[src/assert_macros.svh]
// Assertion macros for the RTL files of the pad address generator.
// No dependencies; included by files that carry concurrent checks.
`ifndef ASSERT_MACROS_SVH
`define ASSERT_MACROS_SVH

// same-cycle implication, disabled while reset is high
`define TPAG_ASSERT_IMPLY(label, clk, rst, ante, cons) \
   label: assert property (@(posedge clk) disable iff (rst) (ante) |-> (cons)) \
      else $error("implication check failed");

// next-cycle implication, disabled while reset is high
`define TPAG_ASSERT_NEXT(label, clk, rst, ante, cons) \
   label: assert property (@(posedge clk) disable iff (rst) (ante) |=> (cons)) \
      else $error("next-cycle check failed");

`endif

[src/tpag_pkg.sv]
// Shared types and constants of the tensor pad address generator.
// No dependencies; used by the top, CSR, front and back modules (the queue does not use it).
package tpag_pkg;

   localparam int SLOT_BITS    = 60;
   localparam int STRIDE_BITS  = 24;
   localparam int NUM_SLOT_REGS = 4;
   localparam int CSR_IDX_BITS = 3;
   localparam int CSR_DATA_BITS = 64;
   localparam int QUEUE_DEPTH  = 2;

   typedef enum logic [CSR_IDX_BITS-1:0] {
      CSR_PAD_MODE   = 3'd0,
      CSR_RANK       = 3'd1,
      CSR_SLOT_0     = 3'd2,
      CSR_SLOT_1     = 3'd3,
      CSR_SLOT_2     = 3'd4,
      CSR_SLOT_3     = 3'd5,
      CSR_FILL_VALUE = 3'd6
   } csr_index_type;

   typedef enum logic [1:0] {
      PAD_CONSTANT = 2'd0,
      PAD_REFLECT  = 2'd1,
      PAD_EDGE     = 2'd2
   } pad_mode_type;

   typedef struct packed {
      logic [1:0] pad_mode;
      logic [2:0] rank;
   } csr_ctrl_type;

   typedef struct packed {
      logic fill;
      logic last;
   } item_flags_type;

endpackage

[src/tensor_pad_address_generator.sv]
// Channel | dir | beat contents
// req     | in  | tdata[0] restart (rest zero)
// rsp     | out | tdata[INDEX_BITS-1:0] source index, tuser[0] use fill, tlast wrap
// csr     | in  | csr_index register number, csr_wdata value
//
// One element per cycle while rsp_tready is high; a result passes through the queue, then the
// product and result registers. The product stage has one multiplier per slot.
// Synchronous reset clears the output index, pad mode, slots and queue, and sets rank to one.
// A two-entry queue and the back-end stages absorb rsp stalls; req_tready drops only when
// the queue is full. Configuration must be written only while no item is in flight; nothing checks it.
`include "assert_macros.svh"

module tensor_pad_address_generator #(
   parameter int MAX_RANK    = 4,
   parameter int EXTENT_BITS = 12,
   parameter int INDEX_BITS  = 32
) (
   input  logic                                      clock,
   input  logic                                      reset,
   input  logic                                      req_tvalid,
   output logic                                      req_tready,
   input  logic [7:0]                                req_tdata,  // [0] restart
   output logic                                      rsp_tvalid,
   input  logic                                      rsp_tready,
   output logic [((INDEX_BITS + 7) / 8) * 8 - 1:0]   rsp_tdata,  // source_index
   output logic [0:0]                                rsp_tuser,  // [0] use_fill
   output logic                                      rsp_tlast,
   input  logic                                      csr_valid,
   output logic                                      csr_ready,
   input  logic [tpag_pkg::CSR_IDX_BITS-1:0]         csr_index,
   input  logic [tpag_pkg::CSR_DATA_BITS-1:0]        csr_wdata
);

   localparam int COORD_W = MAX_RANK * EXTENT_BITS;
   localparam int FLAG_W  = $bits(tpag_pkg::item_flags_type);
   localparam int Q_W     = COORD_W + FLAG_W;
   localparam int TDATA_W = ((INDEX_BITS + 7) / 8) * 8;

   tpag_pkg::csr_ctrl_type     ctrl;
   logic [EXTENT_BITS-1:0]     in_ext  [MAX_RANK];
   logic [EXTENT_BITS-1:0]     out_ext [MAX_RANK];
   logic [EXTENT_BITS-1:0]     pad     [MAX_RANK];
   logic [tpag_pkg::STRIDE_BITS-1:0] stride [MAX_RANK];

   logic                       f_valid, f_ready;
   logic [COORD_W-1:0]         f_coord;
   tpag_pkg::item_flags_type   f_flags;
   logic                       q_valid, q_ready;
   logic [Q_W-1:0]             q_data;
   tpag_pkg::item_flags_type   q_flags;
   logic [INDEX_BITS-1:0]      b_index;
   tpag_pkg::item_flags_type   b_flags;
   logic                       fill_beat;
   logic                       const_mode;

   tpag_csr #(
      .MAX_RANK    (MAX_RANK),
      .EXTENT_BITS (EXTENT_BITS)
   ) u_csr (
      .clock     (clock),
      .reset     (reset),
      .csr_valid (csr_valid),
      .csr_ready (csr_ready),
      .csr_index (csr_index),
      .csr_wdata (csr_wdata),
      .ctrl      (ctrl),
      .in_ext    (in_ext),
      .out_ext   (out_ext),
      .pad       (pad),
      .stride    (stride)
   );

   tpag_front #(
      .MAX_RANK    (MAX_RANK),
      .EXTENT_BITS (EXTENT_BITS)
   ) u_front (
      .clock     (clock),
      .reset     (reset),
      .ctrl      (ctrl),
      .in_ext    (in_ext),
      .out_ext   (out_ext),
      .pad       (pad),
      .req_valid (req_tvalid),
      .req_ready (req_tready),
      .restart   (req_tdata[0]),
      .out_valid (f_valid),
      .out_ready (f_ready),
      .out_coord (f_coord),
      .out_flags (f_flags)
   );

   tpag_fifo #(
      .WIDTH (Q_W),
      .DEPTH (tpag_pkg::QUEUE_DEPTH)
   ) u_queue (
      .clock      (clock),
      .reset      (reset),
      .push_valid (f_valid),
      .push_ready (f_ready),
      .push_data  ({f_flags, f_coord}),
      .pop_valid  (q_valid),
      .pop_ready  (q_ready),
      .pop_data   (q_data)
   );

   assign q_flags = q_data[Q_W-1:COORD_W];

   tpag_back #(
      .MAX_RANK    (MAX_RANK),
      .EXTENT_BITS (EXTENT_BITS),
      .INDEX_BITS  (INDEX_BITS)
   ) u_back (
      .clock     (clock),
      .reset     (reset),
      .stride    (stride),
      .in_valid  (q_valid),
      .in_ready  (q_ready),
      .in_coord  (q_data[COORD_W-1:0]),
      .in_flags  (q_flags),
      .rsp_valid (rsp_tvalid),
      .rsp_ready (rsp_tready),
      .rsp_index (b_index),
      .rsp_flags (b_flags)
   );

   assign rsp_tdata    = TDATA_W'(b_index);
   assign rsp_tuser[0] = b_flags.fill;
   assign rsp_tlast    = b_flags.last;

   assign fill_beat  = rsp_tvalid && rsp_tuser[0];
   assign const_mode = ctrl.pad_mode == tpag_pkg::PAD_CONSTANT;

   // a stalled request means the queue is holding items for the back end
   `TPAG_ASSERT_IMPLY(a_stall_needs_backlog, clock, reset, !req_tready, q_valid)
   // fill is only ever raised in constant mode
   `TPAG_ASSERT_IMPLY(a_fill_constant_only, clock, reset, fill_beat, const_mode)
   // a filled element carries a zero source index
   `TPAG_ASSERT_IMPLY(a_fill_zero_index, clock, reset, fill_beat, b_index == '0)

endmodule

[src/tpag_csr.sv]
// Configuration registers of the pad address generator: mode, rank, slot descriptors.
// Depends on tpag_pkg. Slots at or beyond the stored count read as zero.
module tpag_csr #(
   parameter int MAX_RANK    = 4,
   parameter int EXTENT_BITS = 12
) (
   input  logic                                clock,
   input  logic                                reset,
   input  logic                                csr_valid,
   output logic                                csr_ready,
   input  logic [tpag_pkg::CSR_IDX_BITS-1:0]   csr_index,
   input  logic [tpag_pkg::CSR_DATA_BITS-1:0]  csr_wdata,
   output tpag_pkg::csr_ctrl_type              ctrl,
   output logic [EXTENT_BITS-1:0]              in_ext  [MAX_RANK],
   output logic [EXTENT_BITS-1:0]              out_ext [MAX_RANK],
   output logic [EXTENT_BITS-1:0]              pad     [MAX_RANK],
   output logic [tpag_pkg::STRIDE_BITS-1:0]    stride  [MAX_RANK]
);

   localparam int NSLOT  = (MAX_RANK < tpag_pkg::NUM_SLOT_REGS) ?
                           MAX_RANK : tpag_pkg::NUM_SLOT_REGS;
   localparam int FIELD_W = 3 * EXTENT_BITS + tpag_pkg::STRIDE_BITS;

   logic [1:0]                        mode_ff, mode_in;
   logic [2:0]                        rank_ff, rank_in;
   logic [tpag_pkg::SLOT_BITS-1:0]    slot_ff [NSLOT];
   logic [tpag_pkg::SLOT_BITS-1:0]    slot_in [NSLOT];
   logic [tpag_pkg::CSR_IDX_BITS-1:0] slot_sel;
   logic                              we;

   assign csr_ready = 1'b1;
   assign we        = csr_valid;
   assign slot_sel  = csr_index - tpag_pkg::CSR_IDX_BITS'(tpag_pkg::CSR_SLOT_0);

   always_comb begin
      mode_in = mode_ff;
      rank_in = rank_ff;
      for (int k = 0; k < NSLOT; k++) begin
         slot_in[k] = slot_ff[k];
      end
      if (we) begin
         case (csr_index)
            tpag_pkg::CSR_PAD_MODE: begin
               mode_in = csr_wdata[1:0];
            end
            tpag_pkg::CSR_RANK: begin
               rank_in = csr_wdata[2:0];
            end
            tpag_pkg::CSR_FILL_VALUE: begin
               // fill bits are applied downstream by the consumer; nothing kept here
            end
            default: begin
               for (int k = 0; k < NSLOT; k++) begin
                  if (slot_sel == tpag_pkg::CSR_IDX_BITS'(k)) begin
                     slot_in[k] = csr_wdata[tpag_pkg::SLOT_BITS-1:0];
                  end
               end
            end
         endcase
      end
   end

   always_ff @(posedge clock) begin
      if (reset) begin
         mode_ff <= '0;
         rank_ff <= 3'd1;
         for (int k = 0; k < NSLOT; k++) begin
            slot_ff[k] <= '0;
         end
      end else begin
         mode_ff <= mode_in;
         rank_ff <= rank_in;
         for (int k = 0; k < NSLOT; k++) begin
            slot_ff[k] <= slot_in[k];
         end
      end
   end

   assign ctrl.pad_mode = mode_ff;
   assign ctrl.rank     = rank_ff;

   always_comb begin
      logic [FIELD_W-1:0] f;
      for (int s = 0; s < MAX_RANK; s++) begin
         f = '0;
         if (s < NSLOT) begin
            f = FIELD_W'(slot_ff[s]);
         end
         in_ext[s]  = f[EXTENT_BITS-1:0];
         out_ext[s] = f[2*EXTENT_BITS-1:EXTENT_BITS];
         pad[s]     = f[3*EXTENT_BITS-1:2*EXTENT_BITS];
         stride[s]  = f[FIELD_W-1:3*EXTENT_BITS];
      end
   end

endmodule

[src/tpag_front.sv]
// Front end: keeps the output index, maps each coordinate into the input, flags fill and wrap.
// Depends on tpag_pkg. Feeds the mapped coordinates into the item queue.
module tpag_front #(
   parameter int MAX_RANK    = 4,
   parameter int EXTENT_BITS = 12
) (
   input  logic                              clock,
   input  logic                              reset,
   input  tpag_pkg::csr_ctrl_type            ctrl,
   input  logic [EXTENT_BITS-1:0]            in_ext  [MAX_RANK],
   input  logic [EXTENT_BITS-1:0]            out_ext [MAX_RANK],
   input  logic [EXTENT_BITS-1:0]            pad     [MAX_RANK],
   input  logic                              req_valid,
   output logic                              req_ready,
   input  logic                              restart,
   output logic                              out_valid,
   input  logic                              out_ready,
   output logic [MAX_RANK*EXTENT_BITS-1:0]   out_coord,
   output tpag_pkg::item_flags_type          out_flags
);

   localparam int RANK_W = $clog2(MAX_RANK + 1);
   localparam int SW     = EXTENT_BITS + 3;
   localparam logic signed [SW-1:0] ONE = SW'(1);
   localparam logic signed [SW-1:0] TWO = SW'(2);

   logic [EXTENT_BITS-1:0] coord_ff [MAX_RANK];
   logic [EXTENT_BITS-1:0] coord_in [MAX_RANK];
   logic [EXTENT_BITS-1:0] eff      [MAX_RANK];
   logic [MAX_RANK-1:0]    active, wrap, inc, fill_s;
   logic [RANK_W-1:0]      act_rank;
   logic                   accept;
   logic                   carry;

   assign req_ready = out_ready;
   assign out_valid = req_valid;
   assign accept    = req_valid && out_ready;

   always_comb begin
      if (ctrl.rank == '0) begin
         act_rank = RANK_W'(1);
      end else if ({1'b0, ctrl.rank} > 4'(MAX_RANK)) begin
         act_rank = RANK_W'(MAX_RANK);
      end else begin
         act_rank = RANK_W'(ctrl.rank);
      end
   end

   // coordinate mapping, one independent lane per slot
   always_comb begin
      logic signed [SW-1:0] r, t, ext_s;
      for (int s = 0; s < MAX_RANK; s++) begin
         t         = '0;
         eff[s]    = restart ? '0 : coord_ff[s];
         active[s] = RANK_W'(s) < act_rank;
         ext_s     = SW'(in_ext[s]);
         r         = SW'(eff[s]) - SW'(pad[s]);
         fill_s[s] = 1'b0;
         case (ctrl.pad_mode)
            tpag_pkg::PAD_CONSTANT: begin
               if (r[SW-1] || r >= ext_s) begin
                  fill_s[s] = 1'b1;
                  r = '0;
               end
            end
            tpag_pkg::PAD_REFLECT: begin
               if (r[SW-1]) begin
                  r = -r;
               end
               t = (ext_s <<< 1) - r - TWO;
               if (t < r) begin
                  r = t;
               end
               if (r > ext_s - ONE) begin
                  r = ext_s - ONE;
               end
               if (r[SW-1]) begin
                  r = '0;
               end
            end
            default: begin
               if (r > ext_s - ONE) begin
                  r = ext_s - ONE;
               end
               if (r[SW-1]) begin
                  r = '0;
               end
            end
         endcase
         out_coord[s*EXTENT_BITS +: EXTENT_BITS] = active[s] ? r[EXTENT_BITS-1:0] : '0;
         wrap[s] = (EXTENT_BITS+1)'(eff[s]) + (EXTENT_BITS+1)'(1)
                   >= (EXTENT_BITS+1)'(out_ext[s]);
      end
   end

   // ripple the increment from the fastest active slot toward slot 0
   always_comb begin
      carry = 1'b1;
      for (int s = MAX_RANK - 1; s >= 0; s--) begin
         inc[s] = active[s] && carry;
         if (active[s]) begin
            carry = carry && wrap[s];
         end
      end
   end

   assign out_flags.fill = |(fill_s & active);
   assign out_flags.last = carry;

   always_comb begin
      for (int s = 0; s < MAX_RANK; s++) begin
         coord_in[s] = coord_ff[s];
         if (accept) begin
            if (inc[s]) begin
               coord_in[s] = wrap[s] ? '0 : eff[s] + EXTENT_BITS'(1);
            end else begin
               coord_in[s] = eff[s];
            end
         end
      end
   end

   always_ff @(posedge clock) begin
      if (reset) begin
         for (int s = 0; s < MAX_RANK; s++) begin
            coord_ff[s] <= '0;
         end
      end else begin
         for (int s = 0; s < MAX_RANK; s++) begin
            coord_ff[s] <= coord_in[s];
         end
      end
   end

endmodule

[src/tpag_fifo.sv]
// Short item queue between the front and the back of the pad address generator.
// Depends on tpag_pkg only through its users; plain register-based ring.
module tpag_fifo #(
   parameter int WIDTH = 50,
   parameter int DEPTH = 2
) (
   input  logic             clock,
   input  logic             reset,
   input  logic             push_valid,
   output logic             push_ready,
   input  logic [WIDTH-1:0] push_data,
   output logic             pop_valid,
   input  logic             pop_ready,
   output logic [WIDTH-1:0] pop_data
);

   localparam int PTR_W = (DEPTH > 1) ? $clog2(DEPTH) : 1;
   localparam int CNT_W = $clog2(DEPTH + 1);

   logic [WIDTH-1:0] store_ff [DEPTH];
   logic [PTR_W-1:0] wr_ptr_ff, wr_ptr_in, rd_ptr_ff, rd_ptr_in;
   logic [CNT_W-1:0] count_ff, count_in;
   logic             push, pop;

   assign push_ready = count_ff != CNT_W'(DEPTH);
   assign pop_valid  = count_ff != '0;
   assign push       = push_valid && push_ready;
   assign pop        = pop_valid && pop_ready;
   assign pop_data   = store_ff[rd_ptr_ff];

   always_comb begin
      wr_ptr_in = wr_ptr_ff;
      rd_ptr_in = rd_ptr_ff;
      count_in  = count_ff;
      if (push) begin
         wr_ptr_in = (wr_ptr_ff == PTR_W'(DEPTH - 1)) ? '0 : wr_ptr_ff + PTR_W'(1);
      end
      if (pop) begin
         rd_ptr_in = (rd_ptr_ff == PTR_W'(DEPTH - 1)) ? '0 : rd_ptr_ff + PTR_W'(1);
      end
      if (push && !pop) begin
         count_in = count_ff + CNT_W'(1);
      end else if (pop && !push) begin
         count_in = count_ff - CNT_W'(1);
      end
   end

   always_ff @(posedge clock) begin
      if (reset) begin
         wr_ptr_ff <= '0;
         rd_ptr_ff <= '0;
         count_ff  <= '0;
      end else begin
         wr_ptr_ff <= wr_ptr_in;
         rd_ptr_ff <= rd_ptr_in;
         count_ff  <= count_in;
      end
   end

   always_ff @(posedge clock) begin
      if (push) begin
         store_ff[wr_ptr_ff] <= push_data;
      end
   end

endmodule

[src/tpag_back.sv]
// Back end: coordinate-times-stride products, then the sum and the result register.
// Depends on tpag_pkg. Two stages with a ready chain, one item per cycle while rsp_ready is high.
module tpag_back #(
   parameter int MAX_RANK    = 4,
   parameter int EXTENT_BITS = 12,
   parameter int INDEX_BITS  = 32
) (
   input  logic                              clock,
   input  logic                              reset,
   input  logic [tpag_pkg::STRIDE_BITS-1:0]  stride [MAX_RANK],
   input  logic                              in_valid,
   output logic                              in_ready,
   input  logic [MAX_RANK*EXTENT_BITS-1:0]   in_coord,
   input  tpag_pkg::item_flags_type          in_flags,
   output logic                              rsp_valid,
   input  logic                              rsp_ready,
   output logic [INDEX_BITS-1:0]             rsp_index,
   output tpag_pkg::item_flags_type          rsp_flags
);

   localparam int PROD_W = EXTENT_BITS + tpag_pkg::STRIDE_BITS;

   logic                     pvalid_ff, pvalid_in;
   logic [INDEX_BITS-1:0]    prod_ff [MAX_RANK];
   logic [INDEX_BITS-1:0]    prod_in [MAX_RANK];
   tpag_pkg::item_flags_type pflags_ff;
   logic                     ovalid_ff, ovalid_in;
   logic [INDEX_BITS-1:0]    index_ff, index_in;
   tpag_pkg::item_flags_type oflags_ff;
   logic                     o_ready, p_ready, p_load, o_load;

   assign o_ready  = !ovalid_ff || rsp_ready;
   assign p_ready  = !pvalid_ff || o_ready;
   assign in_ready = p_ready;
   assign p_load   = in_valid && p_ready;
   assign o_load   = pvalid_ff && o_ready;

   always_comb begin
      logic [PROD_W-1:0] prod;
      for (int s = 0; s < MAX_RANK; s++) begin
         prod = PROD_W'(in_coord[s*EXTENT_BITS +: EXTENT_BITS]) * PROD_W'(stride[s]);
         prod_in[s] = INDEX_BITS'(prod);
      end
   end

   always_comb begin
      logic [INDEX_BITS-1:0] acc;
      acc = '0;
      for (int s = 0; s < MAX_RANK; s++) begin
         acc = acc + prod_ff[s];
      end
      index_in = pflags_ff.fill ? '0 : acc;
   end

   assign pvalid_in = p_ready ? in_valid : pvalid_ff;
   assign ovalid_in = o_ready ? pvalid_ff : ovalid_ff;

   always_ff @(posedge clock) begin
      if (reset) begin
         pvalid_ff <= 1'b0;
         ovalid_ff <= 1'b0;
      end else begin
         pvalid_ff <= pvalid_in;
         ovalid_ff <= ovalid_in;
      end
   end

   always_ff @(posedge clock) begin
      if (p_load) begin
         for (int s = 0; s < MAX_RANK; s++) begin
            prod_ff[s] <= prod_in[s];
         end
         pflags_ff <= in_flags;
      end
      if (o_load) begin
         index_ff  <= index_in;
         oflags_ff <= pflags_ff;
      end
   end

   assign rsp_valid = ovalid_ff;
   assign rsp_index = index_ff;
   assign rsp_flags = oflags_ff;

endmodule
[config.mk]
export PLATFORM = sky130hd
export DESIGN_NAME = tensor_pad_address_generator
export DESIGN_NICKNAME = d
export VERILOG_FILES = /design/src/tpag_pkg.sv /design/src/tensor_pad_address_generator.sv /design/src/tpag_csr.sv /design/src/tpag_front.sv /design/src/tpag_fifo.sv /design/src/tpag_back.sv
export VERILOG_INCLUDE_DIRS = /design/src /design/src/src
export SDC_FILE = /design/constraint.sdc
export NUM_CORES = 2
export LEC_CHECK = 0
export BUFFER_PORTS_ARGS = -buffer_cell sky130_fd_sc_hd__buf_2
export CELL_PAD_IN_SITES_DETAIL_PLACEMENT = 1
export CELL_PAD_IN_SITES_GLOBAL_PLACEMENT = 2
export CORE_ASPECT_RATIO = 0.6
export CORE_MARGIN = 2
export CORE_UTILIZATION = 38
export DETAILED_ROUTE_END_ITERATION = 12
export GPL_TIMING_DRIVEN = 0
export PLACE_DENSITY = 0.88
export RECOVER_POWER = 100
export SYNTH_ARGS = -nofsm -noshare
export SYNTH_HDL_FRONTEND = slang
export SYNTH_SLANG_ARGS = --single-unit
[constraint.sdc]
create_clock -name clock -period 11.9 [get_ports clock]
set_clock_uncertainty 0.1 [all_clocks]
set_input_delay 2.38 -clock clock [delete_from_list [all_inputs] [get_ports clock]]
set_output_delay 2.38 -clock clock [all_outputs]
set_load 0.01 [all_outputs]
* After elaboration in Yosys (flattened, before gate mapping)
Memory sizes are Yosys's and may differ from the RTL's. A register that Yosys moved wholly into a read port is not among the register bits.
Index checks and enable logic that the tools add are counted.
Widths: inputs -> output; s select.
** Word-level totals
- Flip-flop bits (word level) :: 47
- Bits in latches :: 0
- Bits in writable memories :: 516
- Bits in read-only memories :: 0
- Input port bits :: 80
- Output and inout bits :: 37
- Word-level logic and storage cells :: 238
- Memories kept :: 4
** Memory list
- u_csr.slot_ff :: depth 4, bits a word 60, rd ports 4, clocked after memory_dff 0, wr ports 4, line tpag_csr.sv:26 : logic [tpag_pkg::SLOT_BITS-1:0] slot_ff [NSLOT];
- u_back.prod_ff :: depth 4, bits a word 32, rd ports 4, clocked after memory_dff 0, wr ports 4, line tpag_back.sv:24 : logic [INDEX_BITS-1:0] prod_ff [MAX_RANK];
- u_queue.store_ff :: depth 2, bits a word 50, rd ports 1, clocked after memory_dff 1, wr ports 1, line tpag_fifo.sv:20 : logic [WIDTH-1:0] store_ff [DEPTH];
- u_front.coord_ff :: depth 4, bits a word 12, rd ports 4, clocked after memory_dff 0, wr ports 4, line tpag_front.sv:27 : logic [EXTENT_BITS-1:0] coord_ff [MAX_RANK];
** Operators by class
- $add $sub $neg :: 36
- Multiply operators :: 4
- Divide/modulo/power cells :: 0
- Order comparisons :: 25
- Equal/unequal tests :: 7
- Shift operators :: 0
- Multiplexer cells :: 109
- Bitwise logic cells :: 9
- Reduce and logical (&&, ||, !) cells :: 32
** Operators with widths (count)
- $mux 15 :: 32
- $mux 240 :: 2
- $mux 60 :: 8
- $mux 12 :: 36
- $mul 12x24->32 :: 4
- $add 32x32->32 :: 3
- $pmux 12 s2 :: 4
- $gt 15x13->1 :: 4
- $lt 15x15->1 :: 4
- $neg 13->15 :: 4
- $sub 14x15->15 :: 4
- $sub 15x3->15 const B :: 4
- $add 12x1->13 const B :: 4
- $ge 13x12->1 :: 4
- $ge 13x13->1 :: 4
- $gt 13x13->1 :: 4
- $sub 12x1->13 const B :: 4
- $sub 12x12->13 :: 4
- $add 12x1->12 const B :: 4
- $mux 1 :: 23
- $logic_and 1x1->1 :: 11
- $logic_not 3->1 :: 3
- $or 1x1->1 :: 8
- $eq 3x1->1 const B :: 2
- other kinds (22) :: 38

* Longest topological paths before layout
An unclocked memory read counts as a cell.
- Word-level depth :: 17
- Mapped depth :: 59
- Depth with buffers taken out :: 50

* Modules after synthesis
Synthesis repeated with hierarchy kept, for this count alone.
** Unflattened totals
- Cells, all modules :: 8422
- Area total of the unflattened synthesis :: 75124.6 um^2
** By module, submodules not included
- tpag_back :: times used 1, cells each 4529, area an instance 41379.7 um^2, seq. area each 4964.8 um^2
- tpag_front :: times used 1, cells each 2840, area an instance 20205.6 um^2, seq. area each 960.9 um^2
- tpag_csr :: times used 1, cells each 873, area an instance 9721.8 um^2, seq. area each 4904.7 um^2
- tpag_fifo :: times used 1, cells each 180, area an instance 3817.4 um^2, seq. area each 3103.0 um^2

* Worst setup path after synthesis
No wires, ideal clock.
- Kind :: input to register
- Start :: input req_tdata[0]
- End :: memory u_queue.store_ff[0][11], data pin
- Library setup time :: 0.265 ns
- Data arrival time :: 12.306 ns
- Required time :: 11.535 ns
- Setup slack :: -0.771 ns
- Cell stages on the path :: 52
- Buffers on the path :: 12
- Path through :: buf_6 > buf_6 > buf_6 > buf_4 > clkbuf_1 > clkbuf_1 > clkbuf_1 > buf_1 > nor2_1 > fa_1 > a21oi_1 > o32a_1 > o221ai_1 > o2111ai_1 > o211a_1 > o21ai_1 > buf_2 > o21ai_0 > [... 16 more ...] > o211a_1 > o211ai_1 > a41o_1 > buf_2 > mux2_2 > ha_1 > nor2b_1 > o21a_1 > o21a_1 > o21a_1 > o21a_1 > o21bai_1 > a21oi_1 > nor3_1 > clkbuf_1 > clkbuf_1 > nor2_1 > a221o_1
** Between the ends
- Longest elaborated chain between the ends :: 16
- Elaborated cells on any way between the ends :: 23
- Classes of those cells :: add/sub: 4; order compare: 4; mux: 14; reduce/logical: 1
** RTL lines
- from (decl) :: line tensor_pad_address_generator.sv:22 : input logic [7:0] req_tdata,
- $mux 12 (*) :: line tpag_front.sv:54 : eff[s] = restart ? '0 : coord_ff[s];
- $sub 12x12->13 (*) :: line tpag_front.sv:57 : r = SW'(eff[s]) - SW'(pad[s]);
- $neg 13->15 :: line tpag_front.sv:68 : r = -r;
- $mux 15 :: line tpag_front.sv:67 : if (r[SW-1]) begin
- $mux 15 :: line tpag_front.sv:59 : case (ctrl.pad_mode)
- $sub 14x15->15 :: line tpag_front.sv:70 : t = (ext_s <<< 1) - r - TWO;
- $sub 15x3->15 :: line tpag_front.sv:70
- $lt 15x15->1 :: line tpag_front.sv:71 : if (t < r) begin
- $mux 15 :: line tpag_front.sv:71
- $mux 15 :: line tpag_front.sv:59
- $gt 15x13->1 :: line tpag_front.sv:74 : if (r > ext_s - ONE) begin
- $mux 15 :: line tpag_front.sv:74
- $mux 15 :: line tpag_front.sv:59
- $mux 12 :: line tpag_front.sv:77 : if (r[SW-1]) begin
- $pmux 12 s2 (*) :: line tpag_front.sv:59
- $mux 12 (*) :: line tpag_front.sv:90 : out_coord[s*EXTENT_BITS +: EXTENT_BITS] = active[s] ? r[EXTENT_BITS-1:0] : '0;
- net f_coord[11] :: line tensor_pad_address_generator.sv:46 : logic [COORD_W-1:0] f_coord;
- to (decl) :: line tpag_fifo.sv:20
Mark *: on every way through the listed nets, which the timed path passes. The rest lies on a longest branch. The select of a mux whose other input is x is not followed.

==> impl_metrics.py <==
metrics = {
    "pwr": {
        "power.total_uw": 15300,
        "p_leak_uw": 0.0337,
        "max-vdd-ir-drop_mv": 0.254,
        "powerDensity_nw_per_um2": 189,
    },
    "placement": {
        "place.gp.congestion": 0.973,
        "port_buffers": 101,
        "hpwl_mm": 231,
        "dpl-instance-area_um2": 76600,
    },
    "floorplanning": {
        "boundaryPins": 117,
        "start_util": 0.382,
        "fp.dieArea_um2": 195000,
        "die_h_um": 343,
        "die_w_um": 569,
        "rows": 124,
        "core_area_um2": 190000,
    },
    "clocking": {
        "cts_sinks": 564,
        "insertion_delay_ns": 0.70,
        "cts_buffers": 71,
        "ctsRootBufferMaster": "clkbuf_16",
        "htreeDepth": 3,
        "clk_pin_slew_worst_paths_ns": 0.06,
        "cts_tree": "done",
        "clockBufferDepth": 3,
    },
    "yosys": {
        "yosysMostFrequentCell": "nand2_1",
        "syn_area_um2": 72700,
        "ys_ff_latch": 564,
        "yosysWarnings": 0,
        "async_flop_share": 0,
        "ys.flop_type": "dfxtp_1",
        "yosysSeqAreaShare": 0.192,
        "postSynthAreaPerCell_um2": 8.70,
        "yosysTopAreaCell": "fa_1",
        "yosysTopAreaCellShare": 0.256,
        "synth_edf_count": 264,
        "synth_cells": 8353,
        "synth_top_cells_by_area": "fa_1 26%, ha_1 12%, edfxtp_1 11%",
        "synth_cell_types": 113,
        "synthTopCellsByCount": "1466 x nand2_1, 1269 x inv_1, 930 x fa_1, 668 x ha_1, 535 x a21oi_1",
    },
    "worst_setup_path": {
        "worstReg2RegEnd": "u_back.prod_ff[2][24]",
        "reg2regPathDepth": 27,
        "cp_data_required_time_ns": 12.16,
        "crit_path_max_fanout": 10,
        "rrSetupSlack_ns": 0.31,
        "crit_arrival_ns": 11.85,
        "endpoint_kind": "flip-flop",
        "start_kind": "flip-flop",
        "worstSetupPathType": "flip-flop to flip-flop",
    },
    "detailed_routing": {
        "drt_wl_total_mm": 281,
        "vias": 62800,
        "final_antenna_net_count": 0,
        "wl_per_cell_um": 25.0,
        "drc": 0,
        "drtPass1Iterations": 5,
        "drt_iter0_markers": 5976,
        "via_per_inst": 5.59,
    },
    "timing": {
        "worstMarginPinSlew_ns": 5.09,
        "drv_slew": 253,
        "finalSetupViolations": 0,
        "period_needed_ns": 11.59,
        "finalCritPeriodShare": 0.974,
        "fmax_ghz": 0.0863,
        "hold_violations": 0,
        "relSlewSlack": -2.39,
        "holdWs_ns": 0.346,
    },
    "cells_and_area": {
        "areaGrowthSynthToFinish_pct": 11.5,
        "fin_area_um2": 81000,
        "utilization": 0.426,
        "nets": 10300,
        "drive_gt1_frac": 0.0745,
    },
    "global_routing": {
        "grt_usage": 0.288,
        "grt_max_degree": 94,
        "first_global_vias": 65300,
        "grt_pass1_wl_mm": 422,
        "grt-ovfl-total": 0,
        "antenna_found_initial": 22,
    },
    "worst_hold_path": {
        "hold_path_end": "u_back.rsp_flags[0]",
        "min_path_cells": 0,
        "hp-start": "u_back.pflags_ff[0]",
        "hold_path_class": "flip-flop to flip-flop",
    },
    "outcome": {
        "violations": "capacitance limit, slew limit",
        "outcome": "finished with violations",
    },
    "flow_run": {
        "cap_violations": 9,
    },
}
critical path: stages (launching register included):
cell      delay, ns
dfxtp_1        0.31
clkbuf_1       0.66
clkbuf_1       0.89
clkbuf_1       0.93
clkbuf_1       0.70
mux2_2         0.48
clkbuf_1       0.54
nand2_1        0.17
fa_1           0.56
inv_1          0.05
fa_1           0.49
inv_1          0.05
fa_1           0.53
inv_1          0.05
fa_1           0.51
fa_1           0.43
ha_1           0.34
o21a_1         0.20
nor2_1         0.13
nor2b_1        0.13
a21boi_0       0.16
o21ai_0        0.30
a21oi_1        0.21
o41ai_1        0.94
o21ai_0        0.31
a21oi_1        0.28
o21bai_1       0.12
xor2_1         0.69
logic make-up after synthesis:
family,after synthesis,synth area share
other cells,2,0.000103
flops,564,0.192
compound gates,1322,0.116
fa+ha+maj,1604,0.372
xor+xnor,361,0.0440
mux,94,0.0144
buf+inv,1656,0.0868
simple gates,2750,0.175
cell usage in the layout, fill, tap and decap left out, drive strengths merged, types with 51 or more instances in the layout:
master  instances
a21o          114
mux2           64
dfxtp         300
a21oi         535
clkbuf        483
xor2           82
xnor2         279
nor2          287
nand3          98
fa            930
nor3          102
o21ai         220
nand4          52
edfxtp        264
and2          178
buf           211
and3           51
nand2        1467
nand2b         88
inv          1279
o21a           54
nor2b         311
ha            668
area by class of cell:
cell class | instances | area, um2
fill | 22400 | 109000
multi-input combinational | 6144 | 53700
sequential | 564 | 13900
inverter | 1277 | 4810
tap | 2520 | 3150
clock buffer | 94 | 2000
buffer | 373 | 1600
timing repair buffer | 227 | 1450
clock inverter | 35 | 363
antenna | 11 | 27.5
state kept, by name, indices dropped and copies added, names as in the netlist, named ones only:
signal,cells
u_back.pflags_ff,2
u_back.prod_ff,128
u_back.pvalid_ff,1
u_back.rsp_flags,2
u_back.rsp_index,32
u_back.rsp_valid,1
u_csr.mode_ff,2
u_csr.rank_ff,3
u_csr.slot_ff,240
u_front.coord_ff,48
u_queue.count_ff,2
u_queue.rd_ptr_ff,1
u_queue.store_ff,100
u_queue.wr_ptr_ff,1
worst max path at each step:
stage / endpoint / depth (start not counted) / from / slack [ns]
after floorplan: u_queue.store_ff[0][27] / 56 / req_tdata[0] / 0.005
after global placement: u_queue.store_ff[0][9] / 55 / req_tdata[0] / -3.07
after detailed placement: u_queue.store_ff[1][9] / 58 / req_tdata[0] / -3.33
after CTS: u_queue.store_ff[1][20] / 55 / req_tdata[0] / 0.003
after global routing: u_queue.store_ff[1][46] / 48 / req_tdata[0] / -0.07
final: u_back.prod_ff[2][24] / 27 / flip-flop / 0.31
metrics by stage:
stage | setup WS [ns] | setup TNS, ns | std cells
final | 0.307 | 0 | 11200
after global routing | -0.0675 | -1.13 | 11200
after CTS | 0.00345 | 0 | 11200
after detailed placement | -3.33 | -285.50 | 11000
after global placement | -3.07 | -263.69 | 11000
after floorplan | 0.00526 | 0 | 8364
report_power, final:
group	leakage (uW)	internal (uW)	switching, uW
Clock	0.00115	1320	977
Sequential	0.00501	2640	242
Combinational	0.0275	3690	6430
timing repair:
action,CTS,global route
setup endpoints to repair,96,100
hold buffers,0,0
cloned,1,1
pin swaps,80,109
resized for setup,173,129
buffers inserted,81,40
layer usage:
metal  wire, um  up-vias  track usage
li1           -    27600            -
met3      28600      318       0.0650
met2     113000     2403        0.410
met1     132000    32500        0.440
met4       6510        4       0.0614
met5         27        -            0
Power figures use the tool's default switching activity.
